$ cat src/hw/rtl/noise_gate_envelope_fsm_macros.svh
// Assertion macros used by the noise gate top level.
`ifndef NOISE_GATE_ENVELOPE_FSM_MACROS_SVH
`define NOISE_GATE_ENVELOPE_FSM_MACROS_SVH

// Checks a plain property on every rising clock edge outside of reset.
`define NGATE_ASSERT(label, clk, rst_n, prop, msg) \
	label: assert property (@(posedge clk) disable iff (!rst_n) (prop)) else $error(msg);

// Checks that a condition implies a consequence in the same cycle.
`define NGATE_ASSERT_IMPL(label, clk, rst_n, ante, cons, msg) \
	label: assert property (@(posedge clk) disable iff (!rst_n) (ante) |-> (cons)) else $error(msg);

// Checks that a condition implies a consequence in the next cycle.
`define NGATE_ASSERT_NEXT(label, clk, rst_n, ante, cons, msg) \
	label: assert property (@(posedge clk) disable iff (!rst_n) (ante) |=> (cons)) else $error(msg);

`endif

$ cat src/hw/rtl/ngate_pkg.sv
// Package with widths, codes and types shared by the noise gate modules.
package ngate_pkg;

	localparam int SAMPLE_W = 24;
	localparam int GAIN_FRAC_W = 23;
	localparam int GAIN_W = GAIN_FRAC_W + 1;
	localparam int MODE_W = 2;
	localparam int CFG_IDX_W = 2;

	localparam logic [GAIN_W-1:0] GAIN_UNITY = GAIN_W'(1) << GAIN_FRAC_W;

	localparam logic [MODE_W-1:0] MODE_CLOSED = 2'd0;
	localparam logic [MODE_W-1:0] MODE_OPENING = 2'd1;
	localparam logic [MODE_W-1:0] MODE_OPEN = 2'd2;
	localparam logic [MODE_W-1:0] MODE_CLOSING = 2'd3;

	localparam logic [CFG_IDX_W-1:0] CFG_THRESHOLD = 2'd0;
	localparam logic [CFG_IDX_W-1:0] CFG_ATTACK = 2'd1;
	localparam logic [CFG_IDX_W-1:0] CFG_DECAY = 2'd2;

	localparam logic [SAMPLE_W-1:0] THRESHOLD_RESET = 24'd26527;
	localparam logic [GAIN_W-1:0] ATTACK_RESET = 24'd178956;
	localparam logic [GAIN_W-1:0] DECAY_RESET = 24'd1790;

	typedef struct packed {
		logic [SAMPLE_W-1:0] threshold;
		logic [GAIN_W-1:0] attack;
		logic [GAIN_W-1:0] decay;
	} cfg_t;

endpackage

$ cat src/hw/rtl/ngate_cfg.sv
// Configuration registers of the noise gate.
module ngate_cfg (
	input  logic clk,
	input  logic arst_n,
	input  logic cfg_we,
	input  logic [ngate_pkg::CFG_IDX_W-1:0] cfg_index,
	input  logic [ngate_pkg::SAMPLE_W-1:0] cfg_data,
	output ngate_pkg::cfg_t cfg
);

	logic [ngate_pkg::SAMPLE_W-1:0] threshold_q;
	logic [ngate_pkg::GAIN_W-1:0] attack_q;
	logic [ngate_pkg::GAIN_W-1:0] decay_q;

	always_ff @(posedge clk or negedge arst_n) begin
		if (!arst_n) begin
			threshold_q <= ngate_pkg::THRESHOLD_RESET;
			attack_q <= ngate_pkg::ATTACK_RESET;
			decay_q <= ngate_pkg::DECAY_RESET;
		end else if (cfg_we) begin
			case (cfg_index)
				ngate_pkg::CFG_THRESHOLD: threshold_q <= cfg_data;
				ngate_pkg::CFG_ATTACK: attack_q <= ngate_pkg::GAIN_W'(cfg_data);
				ngate_pkg::CFG_DECAY: decay_q <= ngate_pkg::GAIN_W'(cfg_data);
				default: ;
			endcase
		end
	end

	assign cfg.threshold = threshold_q;
	assign cfg.attack = attack_q;
	assign cfg.decay = decay_q;

endmodule

$ cat src/hw/rtl/ngate_core.sv
// Envelope follower and gain state machine of the noise gate.
module ngate_core (
	input  logic clk,
	input  logic arst_n,
	input  logic step,
	input  logic signed [ngate_pkg::SAMPLE_W-1:0] sample_s1,
	input  ngate_pkg::cfg_t cfg,
	output logic [ngate_pkg::GAIN_W-1:0] gain_next,
	output logic [ngate_pkg::MODE_W-1:0] mode_next
);

	typedef enum logic [ngate_pkg::MODE_W-1:0] {
		ST_CLOSED = ngate_pkg::MODE_CLOSED,
		ST_OPENING = ngate_pkg::MODE_OPENING,
		ST_OPEN = ngate_pkg::MODE_OPEN,
		ST_CLOSING = ngate_pkg::MODE_CLOSING
	} state_t;

	state_t state_q;
	state_t state_d;
	logic [ngate_pkg::SAMPLE_W-1:0] envelope_q;
	logic [ngate_pkg::SAMPLE_W-1:0] magnitude;
	logic [ngate_pkg::SAMPLE_W-1:0] envelope_d;
	logic [ngate_pkg::GAIN_W-1:0] gain_q;
	logic [ngate_pkg::GAIN_W-1:0] gain_d;
	logic [ngate_pkg::GAIN_W:0] gain_sum;
	logic [ngate_pkg::GAIN_W-1:0] gain_dec;
	logic reached;

	// The negation of the most negative sample wraps to exactly its magnitude.
	assign magnitude = sample_s1[ngate_pkg::SAMPLE_W-1]
		? (~unsigned'(sample_s1) + ngate_pkg::SAMPLE_W'(1)) : unsigned'(sample_s1);
	assign envelope_d = (magnitude > envelope_q) ? magnitude : '0;
	assign reached = envelope_d >= cfg.threshold;
	assign gain_sum = {1'b0, gain_q} + {1'b0, cfg.attack};
	assign gain_dec = (gain_q > cfg.decay) ? (gain_q - cfg.decay) : '0;

	always_comb begin
		state_d = state_q;
		gain_d = gain_q;
		case (state_q)
			ST_CLOSED: begin
				if (reached) state_d = ST_OPENING;
			end
			ST_OPENING: begin
				if (gain_sum >= {1'b0, ngate_pkg::GAIN_UNITY}) begin
					gain_d = ngate_pkg::GAIN_UNITY;
					state_d = ST_OPEN;
				end else begin
					gain_d = ngate_pkg::GAIN_W'(gain_sum);
				end
			end
			ST_OPEN: begin
				if (!reached) state_d = ST_CLOSING;
			end
			ST_CLOSING: begin
				gain_d = gain_dec;
				if (reached) state_d = ST_OPENING;
				else if (gain_dec == '0) state_d = ST_CLOSED;
			end
			default: state_d = ST_CLOSED;
		endcase
	end

	always_ff @(posedge clk or negedge arst_n) begin
		if (!arst_n) begin
			state_q <= ST_CLOSED;
			envelope_q <= '0;
			gain_q <= '0;
		end else if (step) begin
			state_q <= state_d;
			envelope_q <= envelope_d;
			gain_q <= gain_d;
		end
	end

	assign gain_next = gain_d;
	assign mode_next = state_d;

endmodule

$ cat src/hw/rtl/noise_gate_envelope_fsm.sv
// Top level of the noise gate: config registers, input register, gain core and result register.
// Usage:
// Samples arrive on the sample channel (sample, sample_valid, sample_stall) and
// one result per sample leaves on the result channel (gain, gate_mode,
// result_valid, result_stall). A request is taken at a rising edge where valid
// is high and stall is low.
// A sample taken at an edge is registered in the input register, passes through
// the core, and its gain and mode are registered in the result register.
// Throughput is one sample per cycle while result_stall is low; the envelope,
// gain and mode update is a loop through the core registers, so each sample
// sees the state left by the previous one.
// While the receiver stalls, the result register holds its request and the
// input register holds one more sample; sample_stall rises only when both are
// full. Configuration writes through cfg_we, cfg_index and cfg_data take effect
// at the next edge and are expected only while the block is idle.
// Reset clears the envelope and gain to zero, puts the gate in the closed mode,
// empties both registers and loads the default register values.
`include "noise_gate_envelope_fsm_macros.svh"

module noise_gate_envelope_fsm (
	input  logic clk,
	input  logic arst_n,
	input  logic cfg_we,
	input  logic [ngate_pkg::CFG_IDX_W-1:0] cfg_index,
	input  logic [ngate_pkg::SAMPLE_W-1:0] cfg_data,
	input  logic signed [ngate_pkg::SAMPLE_W-1:0] sample,
	input  logic sample_valid,
	output logic sample_stall,
	output logic [ngate_pkg::GAIN_W-1:0] gain,
	output logic [ngate_pkg::MODE_W-1:0] gate_mode,
	output logic result_valid,
	input  logic result_stall
);

	ngate_pkg::cfg_t cfg;
	logic signed [ngate_pkg::SAMPLE_W-1:0] sample_s1;
	logic valid_s1;
	logic advance;
	logic accept;
	logic [ngate_pkg::GAIN_W-1:0] gain_next;
	logic [ngate_pkg::MODE_W-1:0] mode_next;
	logic [ngate_pkg::GAIN_W-1:0] gain_q;
	logic [ngate_pkg::MODE_W-1:0] mode_q;
	logic result_valid_q;

	assign advance = valid_s1 && (!result_valid_q || !result_stall);
	assign sample_stall = valid_s1 && !advance;
	assign accept = sample_valid && !sample_stall;

	ngate_cfg u_cfg (
		.clk(clk),
		.arst_n(arst_n),
		.cfg_we(cfg_we),
		.cfg_index(cfg_index),
		.cfg_data(cfg_data),
		.cfg(cfg)
	);

	ngate_core u_core (
		.clk(clk),
		.arst_n(arst_n),
		.step(advance),
		.sample_s1(sample_s1),
		.cfg(cfg),
		.gain_next(gain_next),
		.mode_next(mode_next)
	);

	always_ff @(posedge clk or negedge arst_n) begin
		if (!arst_n) begin
			valid_s1 <= 1'b0;
			result_valid_q <= 1'b0;
		end else begin
			if (accept) valid_s1 <= 1'b1;
			else if (advance) valid_s1 <= 1'b0;
			if (advance) result_valid_q <= 1'b1;
			else if (!result_stall) result_valid_q <= 1'b0;
		end
	end

	always_ff @(posedge clk) begin
		if (accept) sample_s1 <= sample;
		if (advance) begin
			gain_q <= gain_next;
			mode_q <= mode_next;
		end
	end

	assign gain = gain_q;
	assign gate_mode = mode_q;
	assign result_valid = result_valid_q;

	`NGATE_ASSERT_IMPL(a_gain_le_unity, clk, arst_n, result_valid,
		gain <= ngate_pkg::GAIN_UNITY, "gain above unity")
	`NGATE_ASSERT_IMPL(a_open_at_unity, clk, arst_n,
		result_valid && gate_mode == ngate_pkg::MODE_OPEN,
		gain == ngate_pkg::GAIN_UNITY, "open gate without unity gain")
	`NGATE_ASSERT_IMPL(a_closed_at_zero, clk, arst_n,
		result_valid && gate_mode == ngate_pkg::MODE_CLOSED,
		gain == '0, "closed gate with nonzero gain")
	`NGATE_ASSERT_NEXT(a_advance_shows, clk, arst_n, advance, result_valid,
		"result lost after core step")
	`NGATE_ASSERT(a_stall_only_full, clk, arst_n,
		!sample_stall || (valid_s1 && result_valid_q), "input stalled while not full")

endmodule
$ cat config.mk
export PLATFORM = sky130hd
export DESIGN_NAME = noise_gate_envelope_fsm
export DESIGN_NICKNAME = d
export VERILOG_FILES = /design/src/hw/rtl/ngate_pkg.sv /design/src/hw/rtl/ngate_cfg.sv /design/src/hw/rtl/ngate_core.sv /design/src/hw/rtl/noise_gate_envelope_fsm.sv
export VERILOG_INCLUDE_DIRS = /design/src /design/src/hw/rtl
export SDC_FILE = /design/constraint.sdc
export NUM_CORES = 1
export LEC_CHECK = 0
export BUFFER_PORTS_ARGS = -buffer_cell sky130_fd_sc_hd__buf_2
export CAP_MARGIN = 40
export CORE_ASPECT_RATIO = 0.8
export CORE_MARGIN = 8
export CORE_UTILIZATION = 40
export CTS_CLUSTER_SIZE = 8
export DETAILED_ROUTE_END_ITERATION = 12
export GPL_TIMING_DRIVEN = 0
export PLACE_DENSITY_LB_ADDON = 0.3
export SYNTH_ARGS = -nofsm -noshare
export SYNTH_HDL_FRONTEND = slang
export SYNTH_HIERARCHICAL = 1
export SYNTH_SLANG_ARGS = --single-unit
$ cat constraint.sdc
create_clock -name clk -period 5 [get_ports clk]
set_input_delay 1 -clock clk [delete_from_list [all_inputs] [get_ports clk]]
set_output_delay 1 -clock clk [all_outputs]
set_load 0.01 [all_outputs]
Word level (Yosys, flattened, before mapping)
Index checks and enable logic that the tools add are counted.
Widths: inputs -> output; s select.

storage, ports and cells
  bits of input ports = 55
  register bits after elaboration = 174
  output and inout bits = 28
  word-level logic and storage cells = 55

operators by class
  equal/unequal tests = 6
  bitwise operators = 1
  add/sub/neg operators = 3
  order comparisons = 4
  mux-type cells = 15
  reduce and logical (&&, ||, !) cells = 15

operator list
  operator               number
  $mux 24                4
  $gt 24x24->1           2
  $pmux 24 s2            1
  $add 24x24->25         1
  $ge 25x24->1 const B   1
  $add 24x1->24 const B  1
  $ge 24x24->1           1
  $logic_not 24->1       1
  $not 24->24            1
  $sub 24x24->24         1
  $mux 2                 5
  $pmux 2 s4             1
  $eq 2x2->1 const B     3
  $reduce_and 2->1       3
  $eq 2x1->1 const B     2
  $logic_not 1->1        4
  $logic_not 2->1        2
  $mux 1                 4
  $logic_and 1x1->1      3
  $ne 2x1->1 const B     1
  $reduce_bool 2->1      1
  $logic_or 1x1->1       1

Logic depth before layout (Yosys ltp)
Gate-level depths: netlist of run 1.

  depth in word-level cells = 8
  depth in mapped cells = 27
  depth with buffers taken out = 26

By module
The synthesis of run 1 kept the hierarchy.

by module, submodules not included
  module                   seq. area each (µm²)  area an instance (µm²)  cells an instance  times used
  ngate_core               1251.2                6956.7                  921                1
  ngate_cfg                1838.0                2755.1                  153                1
  noise_gate_envelope_fsm  1551.5                1594.0                  58                 1

Least setup slack after synthesis of run 1
Ideal clock, no wire load.

  path kind = register to register
  start point = register sample_s1[3] in the netlist's numbering
  end point = register mode_q, in the netlist gate_mode[0], data pin
  arrival = 4.990 ns
  buffers on the path = 2
  setup slack = -0.251 ns
  period minus slack after synthesis = 5.251 ns
  required time = 4.739 ns
  setup time = 0.261 ns
  cell stages (with the launch flop) = 26
  cell sequence = edfxtp_1 > nor4_1 > nand3_1 > or4_1 > clkbuf_1 > o31ai_1 > xnor2_1 > ha_1 > nand2_1 > nor3_1 > and3_1 > a221o_1 > o21ai_0 > a32o_1 > clkbuf_1 > nor2b_1 > ha_1 > a21o_1 > a21o_1 > a211oi_1 > nand3_1 > a21oi_1 > nor2_1 > xnor2_1 > mux2i_1 > nand3_1

on the way
  longest elaborated chain between the ends = 8
  elaborated cells between the ends (all ways) = 10
  those cells by class = add/sub: 1; order compare: 2; mux: 6; bitwise: 1

ends and longest elaborated chain
  item                                  line                                                  RTL
  start: declaration                    noise_gate_envelope_fsm.sv:36                         logic signed [ngate_pkg::SAMPLE_W-1:0] sample_s1;
  start signal: assignment              noise_gate_envelope_fsm.sv:82                         if (accept) sample_s1 <= sample;
  $not 24->24                           ngate_core.sv:32                                      ? (~unsigned'(sample_s1) + ngate_pkg::SAMPLE_W'(1)) : unsigned'(sample_s1);
  $add 24x1->24                         ngate_core.sv:32
  $mux 24 (*)                           ngate_core.sv:32
  $gt 24x24->1                          ngate_core.sv:33                                      assign envelope_d = (magnitude > envelope_q) ? magnitude : '0;
  $mux 24 (*)                           ngate_core.sv:33
  named net u_core.envelope_d, one bit  ngate_core.sv:23                                      logic [ngate_pkg::SAMPLE_W-1:0] envelope_d;
  $ge 24x24->1 (*)                      ngate_core.sv:34                                      assign reached = envelope_d >= cfg.threshold;
  $mux 2 (on tied branches)             ngate_core.sv:58, ngate_core.sv:43, ngate_core.sv:54
  $pmux 2 s4 (*)                        ngate_core.sv:41                                      case (state_q)
  named net mode_next, one bit          noise_gate_envelope_fsm.sv:41                         logic [ngate_pkg::MODE_W-1:0] mode_next;
  end signal: assignment                noise_gate_envelope_fsm.sv:85                         mode_q <= mode_next;
  end: declaration                      noise_gate_envelope_fsm.sv:43                         logic [ngate_pkg::MODE_W-1:0] mode_q;

The timed path passes the listed nets; every way through them passes the cells marked *.
A chain may end at the register's enable or synchronous reset.

Worst setup path in the final report of run 1
  start point = register sample_s1[0] in the netlist's numbering
  end point = register mode_q, in the netlist gate_mode[0], data pin

The elaborated chain is that of the path after synthesis.

==> qor.csv, run 1 <==
stage;metric;value;unit
timing;min_period;5.54;ns
synth;synth_mux_area_frac;0.0745;
timing;setup_violations;4;
timing;fmax;181;MHz
setup_path;critical_path_depth;26;
synth;yosysTopAreaCellShare;0.210;
floorplanning;fp.dieH;166;um
finish;fill_cells;2667;
timing;slew_violations;0;
floorplanning;io_pins;83;
clocking;cts_tree;done;
synth;ys_ff_latch;174;
global_routing;grt_pass1_wl;50.8;mm
floorplanning;core_area;28100;um2
clocking;cts_max_level;4;
synth;synth.avg_cell_area;9.99;um2
timing;period_share;1.11;
run_status;violations;setup timing;
finish;syn_to_final_growth;18.9;%
clocking;cts_root_buf;clkbuf_16;
global_routing;grt_max_degree;78;
setup_path;cp-endpoint;gate_mode[0];
synth;synth_top_family_by_area;compound AO/OA/AOI/OAI gates;
min_path;hold_depth;2;
synth;synthArstFlopShare;0.713;
clocking;clock-sinks;174;
setup_path;crit_start;sample_s1[0];
min_path;hold_path_class;flop to flop;
setup_path;crit_family;compound AO/OA/AOI/OAI gates;
synth;synth-main-ff-cell;dfrtp_1;
synth;yosys.area_share.adder;0.111;
global_routing;grt.total_usage;0.189;
setup_path;r2r_setup_slack;-0.54;ns
power_and_ir_drop;p_leak;5.89;nW
routing;dr.pass1.iters;5;
clocking;clk_latency;0.45;ns
setup_path;critPathCaptureType;flop;
setup_path;crit_path_start_kind;flop;
routing;drt-total-wl;32.5;mm
place;place.gp.congestion;0.906;
global_routing;met3_usage;0.0300;
place;portBuffers;82;
power_and_ir_drop;power.density;557;nW/um2
timing;finalHoldViolCount;0;
setup_path;timing.rr.end;gate_mode[0];
synth;syn_area;11300;um2
routing;vias_per_cell;5.63;
synth;synth_cells;1132;
synth;synth_area_leaders;dfrtp_1, edfxtp_1, ha_1;
floorplanning;die_w;204;um
global_routing;first_global_vias;8835;
flow_run;drv_cap;0;
clocking;cts_buffer_depth;2;
finish;diodes;0;
synth;yosysTopAreaCell;dfrtp_1;
routing;ant_nets;0;
synth;synthSimpleGateAreaFrac;0.133;
global_routing;gr-usage-met2;0.264;
floorplanning;rows;55;
routing;wire_per_inst;19.7;um
place;post-place-cells;1587;
setup_path;path_buf_inv;2;
global_routing;grt.busiest_layer;met1;
finish;fin_nets;1415;
run_status;status;finished, violations left;
finish;stdcell_area;13400;um2
floorplanning;start_util;0.403;
power_and_ir_drop;totalPowerFinal;7.49;mW
setup_path;r2r_start;sample_s1[0];
timing;fin_ws;-0.540;ns
clocking;clk_pin_slew;0.08;ns
global_routing;antenna_found_initial;0;
synth;synth_warnings;6;
setup_path;worst-path-max-fanout;10;
timing;whs;0.497;ns
synth;yosysSeqAreaShare;0.410;
synth;synth-compound-area-share;0.179;
timing;tightest_slew;0.884;ns
place;dpl-instance-area;12300;um2
synth;netlist_top_cells_count;ha_1, nand2_1, dfrtp_1;
setup_path;ff2ff_path_depth;26;
setup_path;worstSetupPathType;flop to flop;
global_routing;use_met1;0.296;
setup_path;crit_slowest_cell;edfxtp_1;
synth;syn-num-nets;1286;
clocking;cts_buffers;17;
synth;yosysMostFrequentCell;ha_1;
timing;rsz0062_at_grt;yes;
floorplanning;fp.dieArea;33900;um2
setup_path;cp.required;5.15;ns
setup_path;arrival;5.69;ns
synth;synth_xor_area_frac;0.0426;
timing;clock_skew;0.0152;ns
routing;first_iter_violations;804;
finish;fin_cells;1644;
clocking;hold_buffers;0;
synth;synth_cell_type_count;87;
timing;relSlewSlack;0.395;
global_routing;grt_overflow;0;
synth;synth-edff-count;50;
finish;drive_above_1_share;0.261;
place;hpwl;24.6;mm
routing;vias;9251;
routing;drc;0;
power_and_ir_drop;ir_worst_vdd;0.269;mV
setup_path;cpPeakStageDelay;0.50;ns
-- power breakdown --
group	internal [mW]	switching (mW)
logic	1.59	2.35
clock network	0.798	0.623
registers	1.91	0.223
total	4.29	3.20
-- worst min path at each step --
| stage | startpoint | slack (ns) | endpoint |
|---|---|---|---|
| after floorplan | u_core/envelope_q[23] | 0.45 | u_core/envelope_q[23] |
| after global placement | u_core/envelope_q[23] | 0.46 | u_core/envelope_q[23] |
| after detailed placement | u_cfg/threshold_q[23] | 0.48 | u_cfg/threshold_q[23] |
| after CTS | u_cfg/threshold_q[23] | 0.50 | u_cfg/threshold_q[23] |
| after global routing | u_core/envelope_q[23] | 0.52 | u_core/envelope_q[23] |
| final | u_core/envelope_q[23] | 0.50 | u_core/envelope_q[23] |
-- through the flow --
| stage | utilization | TNS, ns | setup WS, ns |
|---|---|---|---|
| final | 0.479 | -1.92 | -0.540 |
| after global routing | 0.479 | -2.77 | -0.721 |
| after CTS | 0.475 | -1.40 | -0.430 |
| after detailed placement | 0.438 | -4.10 | -1.11 |
| after global placement | 0.435 | -95.40 | -2.03 |
| after floorplan | - | 0 | 0.00137 |
-- layout by cell type, fill, tap and decap left out, types with 23 or more instances in the layout --
cell type	n
a21o_1	28
a21oi_1	70
buf_2	82
buf_4	26
clkbuf_1	27
dfrtp_1	95
dfstp_2	29
edfxtp_1	50
ha_1	91
inv_1	89
mux2_2	72
nand2_1	95
nor2_1	60
nor2b_1	25
o21ai_0	40
o22ai_1	23
xnor2_1	35
-- what timing repair did --
action | CTS | global route
setup buffers | 23 | 2
gates resized for setup | 47 | 21
pin swaps | 19 | 6
endpoints found under the setup margin | 4 | 4
-- flip-flops by register name, indices dropped and copies added (netlist names), 2 cells and up --
| register | flops |
|---|---|
| sample_s1 | 24 |
| u_core/gain_q | 24 |
| gate_mode | 2 |
| u_core/state_q | 2 |
| u_cfg/threshold_q | 24 |
| u_cfg/decay_q | 24 |
| u_cfg/attack_q | 24 |
| u_core/envelope_q | 24 |
| gain | 24 |
-- worst min-delay path: cells and delay by family, from the launching register on --
family | cells | cell delay, ns
simple gates | 1 | 0.06
compound gates | 1 | 0.06
flops | 1 | 0.35
-- kinds of logic after synthesis --
logic type / after synthesis
mux: 75
simple gates: 297
fa+ha+maj: 99
buf+inv: 132
xor+xnor: 55
flops: 174
compound gates: 300
-- cell type report --
cell class / instances / area (um2) / share of cell area
tap: 370 / 463 / 0.0344
clock buffer: 18 / 429 / 0.0319
inverter: 89 / 334 / 0.0249
buffer: 43 / 273 / 0.0203
timing repair buffer: 110 / 679 / 0.0505
sequential: 174 / 4640 / 0.345
multi-input combinational: 826 / 6430 / 0.479
clock inverter: 14 / 186 / 0.0139
-- per-layer routing --
| metal | wire (um) | vias to the layer above |
|---|---|---|
| met5 | 0 | - |
| met4 | 357 | 0 |
| met3 | 1710 | 27 |
| met2 | 13500 | 283 |
| met1 | 16900 | 4557 |
| li1 | - | 4384 |
No activity file was read; power rests on OpenSTA's default activity.
==> inputs of run 2 (changes only) <==
Settings changed: CORE_ASPECT_RATIO 0.8 to unset.
==> qor.csv, run 2 (synthesis gave the netlist of run 1 again) <==
stage;metric;value;unit;change
run_status;status;finished, violations left;;
run_status;violations;setup timing;;
place;hpwl;23.3;mm;-5.3%
setup_path;timing.rr.end;gate_mode[0];;
floorplanning;start_util;0.407;;+0.00428
place;pre_cts_slack;-0.894;ns;+0.214 ns
power_and_ir_drop;p_leak;5.88;nW;-0.20%
routing;drt-total-wl;29.9;mm;-8.0%
finish;drive_above_1_share;0.263;;+0.00136
timing;tightest_slew;0.811;ns;-0.0733 ns
timing;period_share;1.07;;-0.0424
finish;mostFrequentLayoutCells;dfrtp_1, nand2_1, ha_1;;
min_path;hold_path_class;flop to flop;;
timing;fmax;188;MHz;+4.0%
timing;fin_ws;-0.328;ns;+0.212 ns
setup_path;ff2ff_path_depth;27;;+3.8%
floorplanning;io_pins;83;;unchanged
routing;ant_nets;0;;unchanged
finish;diodes;0;;unchanged
min_path;min_from;u_core/envelope_q[23];;
power_and_ir_drop;power.density;538;nW/um2;-3.4%
clocking;cts_root_buf;clkbuf_16;;
setup_path;r2r_start;sample_s1[3];;
routing;vias;9002;;-2.7%
floorplanning;fp.dieArea;33900;um2;about the same
global_routing;first_global_vias;9067;;+2.6%
clocking;clk_pin_slew;0.07;ns;about the same
global_routing;grt_overflow;0;;unchanged
finish;syn_to_final_growth;18.3;%;
routing;dr.pass1.iters;6;;+1
clocking;cts_tree;done;;
flow_run;drv_cap;0;;unchanged
place;place.gp.congestion;0.899;;-0.75%
setup_path;worstSetupPathType;flop to flop;;
routing;wire_per_inst;18.1;um;-8.5%
finish;stdcell_area;13400;um2;-0.45%
routing;vias_per_cell;5.45;;-3.2%
clocking;cts_max_level;4;;unchanged
setup_path;r2r_setup_slack;-0.33;ns;+0.21 ns
global_routing;grt_pass1_wl;47.3;mm;-6.9%
floorplanning;die_w;184;um;-9.7%
place;post-place-cells;1595;;+0.50%
timing;final.setup.tns;-1.04;ns;+0.877 ns
global_routing;antenna_found_initial;0;;unchanged
setup_path;crit_path_start_kind;flop;;
clocking;clock-sinks;174;;unchanged
finish;fin_cells;1653;;+0.55%
global_routing;grt.busiest_layer;met2;;
floorplanning;fp.dieH;184;um;+11%
min_path;hold_depth;2;;unchanged
global_routing;met3_usage;0.0297;;-0.000295
setup_path;crit_slowest_cell;or4_4;;
place;dpl-instance-area;12300;um2;about the same
timing;whs;0.501;ns;+0.00397 ns
setup_path;cpPeakStageDelay;0.47;ns;-0.03 ns
timing;slew_violations;0;;unchanged
global_routing;grt_max_degree;66;;-15%
setup_path;critPathCaptureType;flop;;
global_routing;grt.total_usage;0.177;;-0.0121
min_path;worstHoldEndpoint;u_core/envelope_q[23];;
setup_path;path_buf_inv;4;;+2
timing;rsz0062_at_grt;yes;;
clocking;cts_buffer_depth;2;;unchanged
clocking;clk_latency;0.43;ns;-0.02 ns
place;portBuffers;82;;unchanged
power_and_ir_drop;ir_worst_vdd;0.211;mV;-22%
finish;fin_nets;1416;;+0.071%
global_routing;use_met1;0.221;;-0.0755
routing;first_iter_violations;591;;-26%
timing;relSlewSlack;0.445;;+0.0501
routing;drc;0;;unchanged
timing;clock_skew;0.0112;ns;-0.00404 ns
setup_path;cp.required;5.17;ns;+0.02 ns
timing;setup_violations;4;;unchanged
timing;min_period;5.33;ns;-0.212 ns
clocking;cts_buffers;17;;unchanged
floorplanning;rows;61;;+11%
setup_path;crit_family;compound AO/OA/AOI/OAI gates;;
global_routing;gr-usage-met2;0.309;;+0.0448
setup_path;worst-path-max-fanout;8;;-2
timing;finalHoldViolCount;0;;unchanged
floorplanning;core_area;27800;um2;-1.1%
setup_path;arrival;5.50;ns;-0.19 ns
run 2: area by class of cell:
cell class,instances,area (um2)
flip-flops and latches,174,4640
fillers,2596,14400
repair buffers,112,702
well taps,378,473
multi-input cells,826,6440
clock inverters,12,87.6
plain buffers,42,259
clock buffers,20,447
inverters,89,334
run 2: worst register-to-register path: stages (launching register included):
cell	delay (ns)
edfxtp_1	0.46
nor4_4	0.34
buf_4	0.18
nand3_4	0.07
or4_4	0.47
buf_6	0.16
o31ai_4	0.25
xnor2_2	0.15
ha_1	0.27
a21o_1	0.20
a21oi_2	0.11
nor2b_1	0.05
o21ai_1	0.12
a21oi_1	0.07
nor2_1	0.13
a32o_2	0.22
clkbuf_8	0.18
buf_4	0.11
nor2b_1	0.04
ha_1	0.29
a21o_1	0.20
a211oi_2	0.22
nand3_1	0.12
a21oi_2	0.18
nor2_4	0.09
xnor2_2	0.16
mux2i_1	0.14
nand3_1	0.10
run 2: layer usage:
metal,up-vias,part of all wire
li1,4387,-
met2,271,0.50
met3,43,0.047
met4,0,0.016
met1,4301,0.44
met5,-,0
run 2: worst max path at each step:
stage / start / to / slack (ns) / cells after the start
2_1_floorplan: sample_s1[2] / gate_mode[0] / 0.001 / 25
3_3_place_gp: result_stall / u_core/gain_q[2] / -2.20 / 5
3_5_place_dp: sample_s1[2] / gate_mode[1] / -0.89 / 24
4_1_cts: sample_s1[2] / gate_mode[0] / -0.41 / 28
5_1_grt: sample_s1[3] / gate_mode[0] / -0.51 / 28
6_report: sample_s1[3] / gate_mode[0] / -0.33 / 27
run 2: power breakdown:
part	total, mW	internal (mW)	switching (mW)
logic	3.85	1.58	2.26
clock network	1.24	0.653	0.583
registers	2.12	1.91	0.211
total	7.20	4.15	3.06
run 2: stage by stage:
stage	utilization	total power, mW
6_report	0.482	7.20
3_5_place_dp	0.443	5.67
3_3_place_gp	0.440	5.62
2_1_floorplan	-	4.68
4_1_cts	0.477	7.16
5_1_grt	0.482	7.72
run 2: repair_timing:
action | in CTS | in global routing
endpoints found under the setup margin | 4 | 4
setup buffers | 20 | 7
gates cloned | 0 | 0
hold buffers | 0 | 0
pin swaps | 40 | 20
gates resized for setup | 54 | 21
==> inputs of run 3 (changes only) <==
Settings changed: CORE_MARGIN 8 to 2.
==> qor.csv, run 3 (synthesis gave the netlist of run 1 again) <==
stage;metric;value;unit;change
run_status;status;finished, violations left;;
run_status;violations;setup timing;;
finish;stdcell_area;13500;um2;+0.54%
setup_path;r2r_start;sample_s1[6];;
clocking;cts_buffer_depth;2;;unchanged
power_and_ir_drop;pwr-share-comb;0.513;;-0.021
power_and_ir_drop;power_frac_clock;0.202;;+0.030
finish;seq_area;4640;um2;unchanged
place;hpwl;22.6;mm;-3.2%
clocking;clock-sinks;174;;unchanged
power_and_ir_drop;ir_worst_vdd;0.212;mV;+0.76%
finish;fin_cells;1653;;unchanged
global_routing;antenna_found_initial;0;;unchanged
floorplanning;io_pins;83;;unchanged
finish;fill_cells;2621;;+0.96%
floorplanning;rows;61;;unchanged
routing;drc;0;;unchanged
routing;ant_nets;0;;unchanged
setup_path;cpPeakStageDelay;0.50;ns;+0.03 ns
global_routing;grt_pass1_wl;46.5;mm;-1.7%
routing;wire_per_inst;17.7;um;-2.1%
setup_path;timing.rr.end;gate_mode[0];;
setup_path;worstSetupPathType;flop to flop;;
finish;drive_above_1_share;0.262;;-0.000784
setup_path;path_common_cell;a21o_1;;
timing;period_share;1.06;;-0.00161
floorplanning;start_util;0.407;;unchanged
setup_path;ff2ff_path_depth;27;;unchanged
finish;multi_input_area;6410;um2;-0.45%
setup_path;crit_slowest_cell;or4_4;;
timing;slew_violations;0;;unchanged
place;dpl-instance-area;12300;um2;unchanged
timing;setup_violations;4;;unchanged
finish;fin_nets;1416;;unchanged
timing;fin_ws;-0.320;ns;+0.00806 ns
setup_path;path_buf_inv;2;;-2
timing;finalHoldViolCount;0;;unchanged
place;portBuffers;82;;unchanged
power_and_ir_drop;totalPowerFinal;7.43;mW;+3.2%
floorplanning;core_area;27800;um2;unchanged
global_routing;first_global_vias;8960;;-1.2%
power_and_ir_drop;p_sw;3.06;mW;+0.30%
global_routing;grt.total_usage;0.204;;+0.0267
setup_path;crit_family;compound AO/OA/AOI/OAI gates;;
setup_path;worst-path-max-fanout;6;;-2
finish;diodes;0;;unchanged
timing;fmax;188;MHz;+0.15%
finish;mostFrequentLayoutCells;dfrtp_1, nand2_1, ha_1;;
routing;dr.pass1.iters;5;;-1
setup_path;cp.required;5.17;ns;about the same
setup_path;critPathCaptureType;flop;;
flow_run;drv_cap;0;;unchanged
clocking;cts_buffers;17;;unchanged
power_and_ir_drop;power.density;553;nW/um2;+2.6%
place;post-place-cells;1595;;unchanged
place;place.gp.congestion;0.880;;-2.1%
setup_path;arrival;5.49;ns;about the same
routing;drt-total-wl;29.2;mm;-2.1%
power_and_ir_drop;netSwitchingFraction;0.412;;-0.0120
setup_path;crit_path_start_kind;flop;;
timing;whs;0.484;ns;-0.0167 ns
power_and_ir_drop;intPower;4.37;mW;+5.3%
timing;rsz0062_at_grt;yes;;
timing;clock_skew;0.00945;ns;-0.00172 ns
global_routing;grt_overflow;0;;unchanged
floorplanning;fp.dieH;172;um;-6.5%
clocking;cts_root_buf;clkbuf_16;;
place;pre_cts_slack;-0.914;ns;-0.0203 ns
routing;first_iter_violations;652;;+10%
power_and_ir_drop;p_leak;5.89;nW;+0.24%
clocking;cts_max_level;4;;unchanged
finish;syn_to_final_growth;19.0;%;
timing;tightest_slew;0.809;ns;-0.00136 ns
floorplanning;fp.dieArea;29600;um2;-13%
clocking;cts_tree;done;;
setup_path;r2r_setup_slack;-0.32;ns;about the same
timing;final.setup.tns;-1.05;ns;-0.00830 ns
timing;min_period;5.32;ns;-0.00806 ns
power_and_ir_drop;pwr-share-seq;0.285;;-0.009
min_path;hold_path_class;input port to async pin;;
routing;vias_per_cell;5.45;;about the same
clocking;clk_pin_slew;0.07;ns;about the same
routing;vias;9008;;+0.067%
finish;fin_util;0.484;;+0.00261
timing;relSlewSlack;0.446;;+0.000928
floorplanning;die_w;172;um;-6.5%
clocking;clk_latency;0.43;ns;about the same
global_routing;grt_max_degree;87;;+32%
## run 3: cell type report
type / instances / area share
Clock inverter: 15 / 0.0171
Tap cell: 378 / 0.0352
Buffer: 42 / 0.0193
Clock buffer: 17 / 0.0316
Timing Repair Buffer: 112 / 0.0507
Multi-Input combinational cell: 826 / 0.476
Inverter: 89 / 0.0248
Sequential cell: 174 / 0.345
## run 3: worst max path at each step
stage | from | end | slack (ns) | cells past startpoint
final | sample_s1[6] | gate_mode[0] | -0.32 | 27
after floorplan | sample_s1[2] | gate_mode[0] | 0.001 | 25
after detailed placement | sample_s1[2] | gate_mode[1] | -0.91 | 25
after global placement | result_stall | u_core/gain_q[2] | -1.99 | 5
after CTS | sample_s1[7] | gate_mode[0] | -0.24 | 27
after global routing | sample_s1[6] | gate_mode[0] | -0.54 | 27
## run 3: per-layer routing
layer,GRT usage,routed length (um),vias up
met1,0.260,13000,4331
met4,0.0614,609,0
li1,-,-,4387
met2,0.358,14500,249
met5,0,0,-
met3,0.0282,1130,41
## run 3: power groups by stage
stage	combinational (mW)	clock, mW	sequential (mW)
final	3.81	1.50	2.12
after global routing	4.18	1.59	2.16
after CTS	3.70	1.54	2.12
after detailed placement	3.51	0	2.14
after global placement	3.46	0	2.13
after floorplan	2.56	0	2.12
## run 3: what timing repair did
item,CTS,global route
buffers inserted,19,8
hold buffers,0,0
resized for setup,52,13
pin swaps,17,8
endpoints found under the setup margin,4,4
## run 3: worst register-to-register path: cells and delay by family (launching register included)
family          cells  cell delay [ns]
fa+ha+maj           2             0.42
mux                 1             0.14
flops               1             0.46
simple gates        9             1.65
compound gates     11             1.77
buf+inv             2             0.32
xor+xnor            2             0.33
